### config.mk
export PLATFORM = sky130hd
export DESIGN_NAME = ipv4_header_validator_top
export DESIGN_NICKNAME = d
export VERILOG_FILES = /design/src/ipv4hv_pkg.sv /design/src/ipv4hv_in_stage.sv /design/src/ipv4hv_check.sv /design/src/ipv4hv_out_stage.sv /design/src/ipv4_header_validator_top.sv
export SDC_FILE = /design/constraint.sdc
export NUM_CORES = 1
export LEC_CHECK = 0
export BUFFER_PORTS_ARGS = -buffer_cell sky130_fd_sc_hd__buf_4
export CORE_UTILIZATION = 25
export CTS_CLUSTER_SIZE = 40
export DETAILED_ROUTE_END_ITERATION = 10
export PLACE_DENSITY = 0.5
export REMOVE_ABC_BUFFERS = 1
export SYNTH_ARGS = -nofsm -noshare
export SYNTH_HDL_FRONTEND = slang
export SYNTH_SLANG_ARGS = --single-unit
export TNS_END_PERCENT = 100
### constraint.sdc
create_clock -name clk_i -period 4.7 [get_ports clk_i]
set_input_delay 0.235 -clock clk_i [delete_from_list [all_inputs] [get_ports clk_i]]
set_output_delay 0.235 -clock clk_i [all_outputs]
set_load 0.02 [all_outputs]
### src/ipv4hv_pkg.sv
`timescale 1ns / 1ps
// ----------------------------------------------------------------------------
// ipv4hv_pkg
// Shared types and constants for the IPv4 header validator.
// ----------------------------------------------------------------------------
package ipv4hv_pkg;

  typedef enum logic [2:0] {
    VERDICT_OK        = 3'd0,
    VERDICT_SHORT     = 3'd1,
    VERDICT_BAD_VER   = 3'd2,
    VERDICT_BAD_IHL   = 3'd3,
    VERDICT_BAD_LEN   = 3'd4,
    VERDICT_TRUNCATED = 3'd5,
    VERDICT_BAD_CSUM  = 3'd6
  } verdict_e;

  localparam logic [17:0] MIN_PKT_BYTES  = 18'd20;
  localparam logic [3:0]  IPV4_VERSION   = 4'd4;
  localparam logic [3:0]  IHL_MIN        = 4'd5;
  localparam logic [15:0] SUM_SEED       = 16'hFFFF;
  localparam logic [15:0] WORD_COUNT_MAX = 16'hFFFF;

  typedef struct packed {
    logic [15:0] word;
    logic        last;
    logic        last_odd;
  } in_word_t;

  typedef struct packed {
    logic [2:0]  verdict;
    logic [5:0]  header_bytes;
    logic [15:0] total_length;
    logic [15:0] payload_length;
  } out_word_t;

  // handshake between the check stage and the result register
  typedef struct packed {
    logic load;   // result register takes a new word
    logic free;   // result register can take a word this cycle
  } res_ctrl_t;

endpackage

### src/ipv4hv_in_stage.sv
`timescale 1ns / 1ps
// ----------------------------------------------------------------------------
// ipv4hv_in_stage
// Input register: holds one packet word until the check stage consumes it.
// ----------------------------------------------------------------------------
module ipv4hv_in_stage (
  input  logic                 clk_i,
  input  logic                 rst_ni,
  input  logic                 in_valid_i,
  output logic                 in_ready_o,
  input  ipv4hv_pkg::in_word_t in_data_i,
  input  logic                 adv_i,
  output logic                 valid_o,
  output ipv4hv_pkg::in_word_t data_o
);

  logic                 valid_q, valid_d;
  ipv4hv_pkg::in_word_t data_q;
  logic                 take;

  assign in_ready_o = !valid_q || adv_i;
  assign take       = in_valid_i && in_ready_o;

  always_comb begin
    valid_d = valid_q;
    if (take) begin
      valid_d = 1'b1;
    end else if (adv_i) begin
      valid_d = 1'b0;
    end
  end

  always_ff @(posedge clk_i or negedge rst_ni) begin
    if (!rst_ni) begin
      valid_q <= 1'b0;
    end else begin
      valid_q <= valid_d;
    end
  end

  always_ff @(posedge clk_i) begin
    if (take) begin
      data_q <= in_data_i;
    end
  end

  assign valid_o = valid_q;
  assign data_o  = data_q;

endmodule

### src/ipv4hv_check.sv
`timescale 1ns / 1ps
// ----------------------------------------------------------------------------
// ipv4hv_check
// Per-packet state, checksum accumulate and verdict logic.
// ----------------------------------------------------------------------------
module ipv4hv_check (
  input  logic                  clk_i,
  input  logic                  rst_ni,
  input  logic                  valid_i,
  input  ipv4hv_pkg::in_word_t  data_i,
  output logic                  adv_o,
  input  ipv4hv_pkg::res_ctrl_t res_i,
  output logic                  load_o,
  output ipv4hv_pkg::out_word_t res_o
);

  logic [15:0] word_count_q, word_count_d;
  logic [7:0]  version_ihl_q, version_ihl_d;
  logic [15:0] length_field_q, length_field_d;
  logic [15:0] sum_acc_q, sum_acc_d;

  logic [7:0]  vi_cur;
  logic [15:0] len_cur;
  logic [3:0]  ihl;
  logic [16:0] sum_raw;
  logic [15:0] sum_cur;
  logic [17:0] bytes;
  logic [5:0]  hdr;

  assign adv_o  = valid_i && (!data_i.last || res_i.free);
  assign load_o = adv_o && data_i.last;

  always_comb begin
    vi_cur  = (word_count_q == 16'd0) ? data_i.word[15:8] : version_ihl_q;
    len_cur = (word_count_q == 16'd1) ? data_i.word : length_field_q;
    ihl     = vi_cur[3:0];
    sum_raw = {1'b0, sum_acc_q} + {1'b0, data_i.word};
    // end-around carry; cannot overflow a second time
    if (word_count_q < {11'd0, ihl, 1'b0}) begin
      sum_cur = sum_raw[15:0] + {15'd0, sum_raw[16]};
    end else begin
      sum_cur = sum_acc_q;
    end
    bytes = {1'b0, word_count_q, 1'b0} + 18'd2 - {17'd0, data_i.last_odd};
    hdr   = {ihl, 2'b00};
  end

  always_comb begin
    res_o.header_bytes   = hdr;
    res_o.total_length   = len_cur;
    res_o.payload_length = 16'd0;
    if (bytes < ipv4hv_pkg::MIN_PKT_BYTES) begin
      res_o.verdict      = ipv4hv_pkg::VERDICT_SHORT;
      res_o.header_bytes = 6'd0;
      res_o.total_length = 16'd0;
    end else if (vi_cur[7:4] != ipv4hv_pkg::IPV4_VERSION) begin
      res_o.verdict = ipv4hv_pkg::VERDICT_BAD_VER;
    end else if (ihl < ipv4hv_pkg::IHL_MIN) begin
      res_o.verdict = ipv4hv_pkg::VERDICT_BAD_IHL;
    end else if (len_cur < {10'd0, hdr}) begin
      res_o.verdict = ipv4hv_pkg::VERDICT_BAD_LEN;
    end else if (bytes < {2'b00, len_cur}) begin
      res_o.verdict = ipv4hv_pkg::VERDICT_TRUNCATED;
    end else if (sum_cur != ipv4hv_pkg::SUM_SEED) begin
      res_o.verdict = ipv4hv_pkg::VERDICT_BAD_CSUM;
    end else begin
      res_o.verdict        = ipv4hv_pkg::VERDICT_OK;
      res_o.payload_length = len_cur - {10'd0, hdr};
    end
  end

  always_comb begin
    word_count_d   = word_count_q;
    version_ihl_d  = version_ihl_q;
    length_field_d = length_field_q;
    sum_acc_d      = sum_acc_q;
    if (adv_o) begin
      if (data_i.last) begin
        word_count_d   = 16'd0;
        version_ihl_d  = 8'd0;
        length_field_d = 16'd0;
        sum_acc_d      = ipv4hv_pkg::SUM_SEED;
      end else begin
        version_ihl_d  = vi_cur;
        length_field_d = len_cur;
        sum_acc_d      = sum_cur;
        if (word_count_q != ipv4hv_pkg::WORD_COUNT_MAX) begin
          word_count_d = word_count_q + 16'd1;
        end
      end
    end
  end

  always_ff @(posedge clk_i or negedge rst_ni) begin
    if (!rst_ni) begin
      word_count_q   <= 16'd0;
      version_ihl_q  <= 8'd0;
      length_field_q <= 16'd0;
      sum_acc_q      <= ipv4hv_pkg::SUM_SEED;
    end else begin
      word_count_q   <= word_count_d;
      version_ihl_q  <= version_ihl_d;
      length_field_q <= length_field_d;
      sum_acc_q      <= sum_acc_d;
    end
  end

  a_restart: assert property (@(posedge clk_i) disable iff (!rst_ni)
    load_o |=> (word_count_q == 16'd0) && (sum_acc_q == ipv4hv_pkg::SUM_SEED))
    else $error("state not restarted after last word");

  a_count: assert property (@(posedge clk_i) disable iff (!rst_ni)
    (adv_o && !data_i.last && (word_count_q != ipv4hv_pkg::WORD_COUNT_MAX))
    |=> (word_count_q == $past(word_count_q) + 16'd1))
    else $error("word count did not step");

  a_hold: assert property (@(posedge clk_i) disable iff (!rst_ni)
    !adv_o |=> $stable(word_count_q) && $stable(sum_acc_q))
    else $error("state moved without a consumed word");

  a_payload: assert property (@(posedge clk_i) disable iff (!rst_ni)
    (load_o && (res_o.verdict != ipv4hv_pkg::VERDICT_OK)) |-> (res_o.payload_length == 16'd0))
    else $error("payload length set on failed verdict");

endmodule

### src/ipv4hv_out_stage.sv
`timescale 1ns / 1ps
// ----------------------------------------------------------------------------
// ipv4hv_out_stage
// Result register: holds one verdict word until the sink takes it.
// ----------------------------------------------------------------------------
module ipv4hv_out_stage (
  input  logic                  clk_i,
  input  logic                  rst_ni,
  input  logic                  load_i,
  input  ipv4hv_pkg::out_word_t data_i,
  output logic                  free_o,
  output logic                  out_valid_o,
  input  logic                  out_ready_i,
  output ipv4hv_pkg::out_word_t out_data_o
);

  logic                  valid_q, valid_d;
  ipv4hv_pkg::out_word_t data_q;

  assign free_o = !valid_q || out_ready_i;

  always_comb begin
    valid_d = valid_q;
    if (load_i) begin
      valid_d = 1'b1;
    end else if (out_ready_i) begin
      valid_d = 1'b0;
    end
  end

  always_ff @(posedge clk_i or negedge rst_ni) begin
    if (!rst_ni) begin
      valid_q <= 1'b0;
    end else begin
      valid_q <= valid_d;
    end
  end

  always_ff @(posedge clk_i) begin
    if (load_i) begin
      data_q <= data_i;
    end
  end

  assign out_valid_o = valid_q;
  assign out_data_o  = data_q;

endmodule

### src/ipv4_header_validator_top.sv
`timescale 1ns / 1ps
// ----------------------------------------------------------------------------
// ipv4_header_validator_top
// IPv4 header validator: checks version, IHL, lengths and header checksum
// of a packet streamed as 16-bit words, one verdict word per packet.
// ----------------------------------------------------------------------------
// Throughput: one packet word per cycle, sustained, while the sink keeps up.
// A verdict passes through the input register and then the result register:
//   the check logic loads the result register from the input one.
// The rate is set by the combinational checksum add and length compares.
// Reset (rst_ni low, asynchronous): both registers empty, word count zero,
//   checksum accumulator back to its 0xFFFF seed.
module ipv4_header_validator_top (
  input  logic                  clk_i,
  input  logic                  rst_ni,
  input  logic                  in_valid_i,
  output logic                  in_ready_o,
  input  ipv4hv_pkg::in_word_t  in_data_i,
  output logic                  out_valid_o,
  input  logic                  out_ready_i,
  output ipv4hv_pkg::out_word_t out_data_o
);

  // word held in the input register
  logic                  stg_valid;
  ipv4hv_pkg::in_word_t  stg_data;
  // check stage consumes the held word this cycle
  logic                  adv;
  ipv4hv_pkg::res_ctrl_t res_ctrl;
  ipv4hv_pkg::out_word_t res_data;
  logic                  res_load;
  logic                  res_free;

  always_comb begin
    res_ctrl.load = res_load;
    res_ctrl.free = res_free;
  end

  // Input register. A new word enters whenever the held one moves on, so
  // words stream at full rate except while a last word is held back.
  ipv4hv_in_stage u_in_stage (
    .clk_i      (clk_i),
    .rst_ni     (rst_ni),
    .in_valid_i (in_valid_i),
    .in_ready_o (in_ready_o),
    .in_data_i  (in_data_i),
    .adv_i      (adv),
    .valid_o    (stg_valid),
    .data_o     (stg_data)
  );

  // Header state and verdict. Only a last word waits on the result register;
  // other words are consumed unconditionally.
  ipv4hv_check u_check (
    .clk_i   (clk_i),
    .rst_ni  (rst_ni),
    .valid_i (stg_valid),
    .data_i  (stg_data),
    .adv_o   (adv),
    .res_i   (res_ctrl),
    .load_o  (res_load),
    .res_o   (res_data)
  );

  // Result register: parts the sink from the input side.
  ipv4hv_out_stage u_out_stage (
    .clk_i       (clk_i),
    .rst_ni      (rst_ni),
    .load_i      (res_ctrl.load),
    .data_i      (res_data),
    .free_o      (res_free),
    .out_valid_o (out_valid_o),
    .out_ready_i (out_ready_i),
    .out_data_o  (out_data_o)
  );

endmodule
# Yosys cells after proc, flatten, opt, wreduce, memory -nomap -nowiden
# Cells that the tools add are included.
[op_classes]
addsub = 6
order_cmp = 5
n_eq_ne = 4
n_mux = 17
n_reduce_logical = 16
[op_table]
columns = ["operator", "n"]
rows = [
  ["16-bit two-way mux", 6],
  ["16-bit inequality test (second input constant)", 2],
  ["17-bit by 2-bit adder with 18-bit output (second input constant)", 1],
  ["18-bit by 16-bit < comparator with 1-bit output", 1],
  ["18-bit by 5-bit < comparator with 1-bit output (second input constant)", 1],
  ["18-bit by 1-bit subtractor with 18-bit output", 1],
  ["16-bit by 16-bit adder with 17-bit output", 1],
  ["16-bit by 1-bit adder with 16-bit output", 1],
  ["16-bit by 1-bit adder with 16-bit output (second input constant)", 1],
  ["16-bit by 1-bit == test with 1-bit output (second input constant)", 1],
  ["16-bit zero test", 1],
  ["16-bit by 5-bit < comparator with 1-bit output", 1],
  ["16-bit by 6-bit < comparator with 1-bit output", 1],
  ["8-bit two-way mux", 2],
  ["16-bit by 6-bit subtractor with 16-bit output", 1],
  ["3-bit two-way mux", 3],
  ["2-bit nonzero test", 3],
  ["6-bit OR reduction", 1],
  ["4-bit by 3-bit < comparator with 1-bit output (second input constant)", 1],
  ["1-bit two-way mux", 4],
  ["2-bit two-way mux", 2],
  ["4-bit by 3-bit inequality test with 1-bit output (second input constant)", 1],
  ["1-bit logical AND", 3],
  ["1-bit zero test", 3],
  ["other kinds (3)", 5],
]
[word_totals]
register_bits = 117
inputBits = 22
out_inout_bits = 43
word_cells = 63

# Depth between registers and ports, before layout
[logic_depth]
ltp_word = 10
depth_mapped = 20
ltp_nobuf = 19

# Modules after synthesis
# A second synthesis with hierarchy kept.
[unflattened]
cells_unflattened = 807
area_unflattened_um2 = 8050.2
[modules_own_cells]
columns = ["module", "instances", "cells_each", "area_each_um2", "seq_area_each_um2"]
rows = [
  ["ipv4hv_check", 1, 741, 6177.2, 1421.4],
  ["ipv4hv_out_stage", 1, 44, 1278.7, 1256.2],
  ["ipv4hv_in_stage", 1, 22, 594.3, 565.5],
]

# Least setup slack after synthesis
# No wires, ideal clock.
[synth_timing]
path_type = "register -> register"
start = "register u_in_stage.data_q (netlist bit u_in_stage.data_o[2])"
end = "register u_out_stage.data_q (netlist bit u_out_stage.out_data_o[10]), data pin"
setup_ps = 151
arrival_ps = 4423
required_time_ps = 4549
slack_ps = 125
stages_incl_launch_ff = 21
path_buffers = 1
period_less_slack_ps = 4575
cell_sequence = "edfxtp_1 ha_1 fa_1 a211oi_1 o21ai_0 and3_1 o41ai_1 nor2_1 o21ai_0 nand2b_1 ha_1 ha_1 and2_1 nor2_1 nand4_1 nor4b_1 nand4_1 o32ai_1 nand4b_4 buf_6 nor3_2"
[synth_via]
elab_chain_cells = 5
elab_cells_between_ends = 9
classes_between = "add/sub (3); order compare (2); eq/ne (1); mux (2); reduce/logical (1)"
[synth_rtl]
columns = ["item", "line_no", "source"]
rows = [
  ["from (decl)", "ipv4hv_in_stage.sv:18", "ipv4hv_pkg::in_word_t data_q;"],
  ["from (signal assigned)", "ipv4hv_in_stage.sv:43", "data_q <= in_data_i;"],
  ["16-bit by 16-bit adder with 17-bit output", "ipv4hv_check.sv:37", "sum_raw = {1'b0, sum_acc_q} + {1'b0, data_i.word};"],
  ["16-bit by 1-bit adder with 16-bit output", "ipv4hv_check.sv:40", "sum_cur = sum_raw[15:0] + {15'd0, sum_raw[16]};"],
  ["16-bit two-way mux", "ipv4hv_check.sv:39", "if (word_count_q < {11'd0, ihl, 1'b0}) begin"],
  ["16-bit inequality test", "ipv4hv_check.sv:64", "end else if (sum_cur != ipv4hv_pkg::SUM_SEED) begin"],
  ["6-bit OR reduction (no source line)", "n/a", ""],
  ["to (signal assigned)", "ipv4hv_out_stage.sv:41", "data_q <= data_i;"],
  ["to (decl)", "ipv4hv_out_stage.sv:18", "ipv4hv_pkg::out_word_t data_q;"],
]
# Parallel ways exist; a longest one is shown, timed or not.
# A chain may end at the register's enable or synchronous reset.

# Final worst setup path
[layout_timing]
start = "register u_in_stage.data_q (netlist bit u_in_stage.data_o[2])"
end = "register u_out_stage.data_q (netlist bit u_out_stage.out_data_o[4]), data pin"
# The elaborated chain is that of the path after synthesis.

==> flow_metrics.py <==
metrics = {
    "logic_synthesis": {
        "synth_top_family_by_area": "simple AND/OR/NAND/NOR gates",
        "syn_area_mm2": 0.008328,
        "synth_compound_area_share_pct": 18.39,
        "yosys.area_share.xor_xnor_pct": 5.995,
        "async_reset_ff_share_pct": 50.43,
        "yosys-top-cells-area": "edfxtp_1 21%, dfrtp_1 13%, ha_1 12%",
        "yosysUniqueCellTypes": 78,
        "synth_cells": 850,
        "yosys_warnings": 0,
        "ys_ff_latch": 115,
        "synth_top_area_share_pct": 20.55,
        "yosysSeqAreaShare_pct": 38.22,
        "netlist.top_cell.by_area": "edfxtp_1",
        "synth_edf_count": 57,
        "syn_avg_cell_area_um2": 9.798,
        "synthAdderAreaFrac_pct": 12.95,
        "synth.area.mux_share_pct": 2.299,
        "synth-simple-area-share_pct": 18.55,
        "synth_ff_type": "edfxtp_1",
    },
    "run_status": {
        "outcome": "finished, final reports clean",
    },
    "timing": {
        "fin_setup_tns_ns": 0,
        "finalSetupViolations": 0,
        "tightest_slew_ns": 1.109,
        "rsz0062_at_grt": "true",
        "fmax_mhz": 220.6,
        "finalCritPeriodShare_pct": 96.43,
        "hold_violations": 0,
        "hold_ws_ns": 0.1072,
        "finClkSkew_ns": 0.01566,
        "max-slew-margin-rel_pct": 25.48,
        "post-route-min-period_ns": 4.532,
        "setup_ws_ns": 0.1676,
        "drv_slew": 0,
    },
    "route": {
        "dr_total_vias": 7120,
        "drc_errors": 0,
        "wire_per_inst_um": 17.42,
        "drtIter0Drc": 490,
        "first_pass_iters": 5,
        "post_drt_via_cell_ratio": 4.844,
        "detail-route-antenna-nets": 0,
        "wl_mm": 25.61,
    },
    "floorplanning": {
        "fp.dieW_um": 184.5,
        "start_util_pct": 25.53,
        "fp.dieArea_mm2": 0.03405,
        "std_cell_rows": 66,
        "coreArea_mm2": 0.03262,
        "ios": 65,
        "die_y_um": 184.5,
    },
    "placed_design": {
        "place.port_buffers": 62,
        "hpwl_mm": 19.12,
        "preCtsSetupSlack_ns": -0.3904,
        "place_area_mm2": 0.009879,
        "gp_congestion": 0.8584,
    },
    "clock_tree": {
        "cts_num_sinks": 115,
        "clk_pin_slew_ns": 0.06,
        "cts-root-buf": "clkbuf_16",
        "htree_levels": 4,
        "cts_tree": "built",
        "cts_buffers": 17,
        "insertion_delay_ns": 0.43,
        "max-clock-path-buffers": 2,
    },
    "worst_setup_path": {
        "cp_slowest_stage_delay_ns": 0.44,
        "crit_path_top_delay_cell": "edfxtp_1",
        "crit_family": "simple AND/OR/NAND/NOR gates",
        "path_cells": "ha_4 > fa_2 > a211oi_2 > buf_4 > o21ai_4 > and3_4 > o41ai_2 > buf_4 > nor2_4 > o21ai_2 > nand2b_1 > ha_4 > ha_4 > and2_4 > nor2_4 > nand4_1 > nor4b_2 > nand4_1 > o32ai_2 > buf_4 > nand4b_4 > buf_8 > nor4b_4",
        "arrival_ns": 4.79,
        "critPathMaxFanout": 6,
        "end_kind": "flop",
        "path_class": "flop to flop",
        "cp-start-kind": "flop",
        "worst-path-buf-inv": 4,
        "worstPathRequired_ns": 4.96,
    },
    "worst_hold_path": {
        "min_path_type": "input port to flop",
    },
    "layout": {
        "fin_area_mm2": 0.01097,
        "diodes": 0,
        "nFillCells": 3365,
        "nNetsFinal": 1121,
        "final_cell_mix": "151 x buf_4, 77 x ha_1, 70 x nor2_1",
        "drive_gt1_share_pct": 25.39,
        "layout_commonest_cell": "buf_4",
        "syn_to_final_growth_pct": 31.73,
        "fin_util_pct": 33.63,
    },
    "grt": {
        "antenna_found_initial": 0,
        "first_global_vias": 7012,
        "grt_overflow_total": 0,
        "grt_first_pass_wirelength_mm": 40.65,
        "track_usage_pct": 15.77,
        "grt_start_max_net_pins": 59,
    },
    "power": {
        "power.density_mw_per_mm2": 582.7,
        "p_sw_share_pct": 41.64,
        "leakage_nw": 4.509,
        "ir_worst_vdd_uv": 235.4,
        "p_switching_mw": 2.662,
        "p_clk_share_pct": 20.6,
        "internal-power_mw": 3.730,
        "p_comb_share_pct": 57.5,
        "p_seq_share_pct": 21.9,
    },
    "job": {
        "drv_cap": 0,
    },
}
-- layer usage --
metal  part of all wire [%]  wire (um)  global-route usage, %
met5                      0          0                      0
met4                    2.7        703                  6.400
met3                    3.6        914                  2.430
met2                     44      11280                  24.15
met1                     50      12710                  21.99
-- power by group through the flow --
stage | Sequential, mW | Combinational (mW) | Clock, mW
after floorplan | 1.42 | 2.17 | 0
after global placement | 1.41 | 3.33 | 0
after detailed placement | 1.42 | 3.33 | 0
after CTS | 1.40 | 3.42 | 1.35
after global routing | 1.42 | 4.04 | 1.39
final | 1.40 | 3.67 | 1.32
-- repair_timing --
item | CTS | global route
pin swaps | 3 | 20
gates resized for setup | 14 | 36
hold endpoints to repair | 61 | 0
hold buffers | 20 | 0
setup buffers | 1 | 7
endpoints found under the setup margin | 18 | 18
-- Yosys cell counts (3+ instances only) --
master	number
dfstp_2	16
nand3b_1	6
o22a_1	29
o211ai_1	9
a211oi_1	13
nor4b_1	6
o31ai_1	5
o21ba_2	3
xor2_1	17
a211o_1	3
or3_1	7
a31oi_1	9
and2_1	11
nor3_2	12
edfxtp_1	57
o21bai_1	5
mux2i_1	18
a21boi_0	4
or2_2	5
or4_1	3
o21ai_0	49
a21oi_1	31
a22oi_1	4
inv_1	46
nor4_1	10
o21a_1	9
nand4_1	15
nand2b_1	14
ha_1	83
nor3_1	18
nand2_1	52
a21o_1	12
and4_1	7
xnor2_1	40
o22ai_1	4
and3_1	11
nor2_1	72
nor2b_1	9
clkbuf_1	22
dfrtp_1	42
nand3_1	15
-- final cells by class --
| class | instances | area (um^2) | share of cell area (%) |
|---|---|---|---|
| flip-flops and latches | 115 | 3183 | 29.01 |
| repair buffers | 173 | 1369 | 12.48 |
| multi-input cells | 662 | 5109 | 46.57 |
| clock buffers | 18 | 429.2 | 3.912 |
| inverters | 46 | 172.7 | 1.574 |
| well taps | 442 | 553.0 | 5.041 |
| clock inverters | 14 | 155.1 | 1.414 |
-- state kept, by name, indices dropped and copies added, names as in the netlist --
register / flops
u_out_stage.out_data_o: 39
u_out_stage.out_valid_o: 1
u_check.word_count_q: 16
u_in_stage.valid_o: 1
u_check.length_field_q: 16
u_check.version_ihl_q: 8
u_in_stage.data_o: 18
u_check.sum_acc_q: 16
-- path summary, 6_finish.rpt --
check / cells past startpoint / slack [ns] / endpoint / from
setup reg to reg: 23 / 0.17 / u_out_stage.out_data_o[4] / u_in_stage.data_o[2]
hold reg to reg: 2 / 0.48 / u_check.length_field_q[13] / u_check.length_field_q[13]
setup / recovery: 23 / 0.17 / u_out_stage.out_data_o[4] / u_in_stage.data_o[2]
hold / removal: 3 / 0.11 / u_out_stage.out_valid_o / out_ready_i
max in group asynchronous: 2 / 3.65 / u_in_stage.valid_o / rst_ni
min in group asynchronous: 2 / 0.45 / u_check.word_count_q[15] / rst_ni
-- per-stage QoR --
step / cells / total power [mW]
global route: 1470 / 6.858
floorplan: 823 / 3.587
detailed placement: 1410 / 4.748
finish: 1470 / 6.392
CTS: 1463 / 6.167
global placement: 1410 / 4.746
-- tightest hold or removal path, stage by stage --
cell and delay, ns:
buf_4 0.08, inv_1 0.04, a21o_1 0.14
-- cell families (layout without fill, tap and decap cells) --
| family | after synthesis | in the layout |
|---|---|---|
| simple gates | 282 | 282 |
| fa+ha+maj | 86 | 86 |
| buf+inv | 74 | 251 |
| compound gates | 216 | 216 |
| flops | 115 | 115 |
| mux | 19 | 19 |
| xor+xnor | 57 | 57 |
| other cells | 1 | 2 |
No activity file was read; power rests on OpenSTA's default activity.
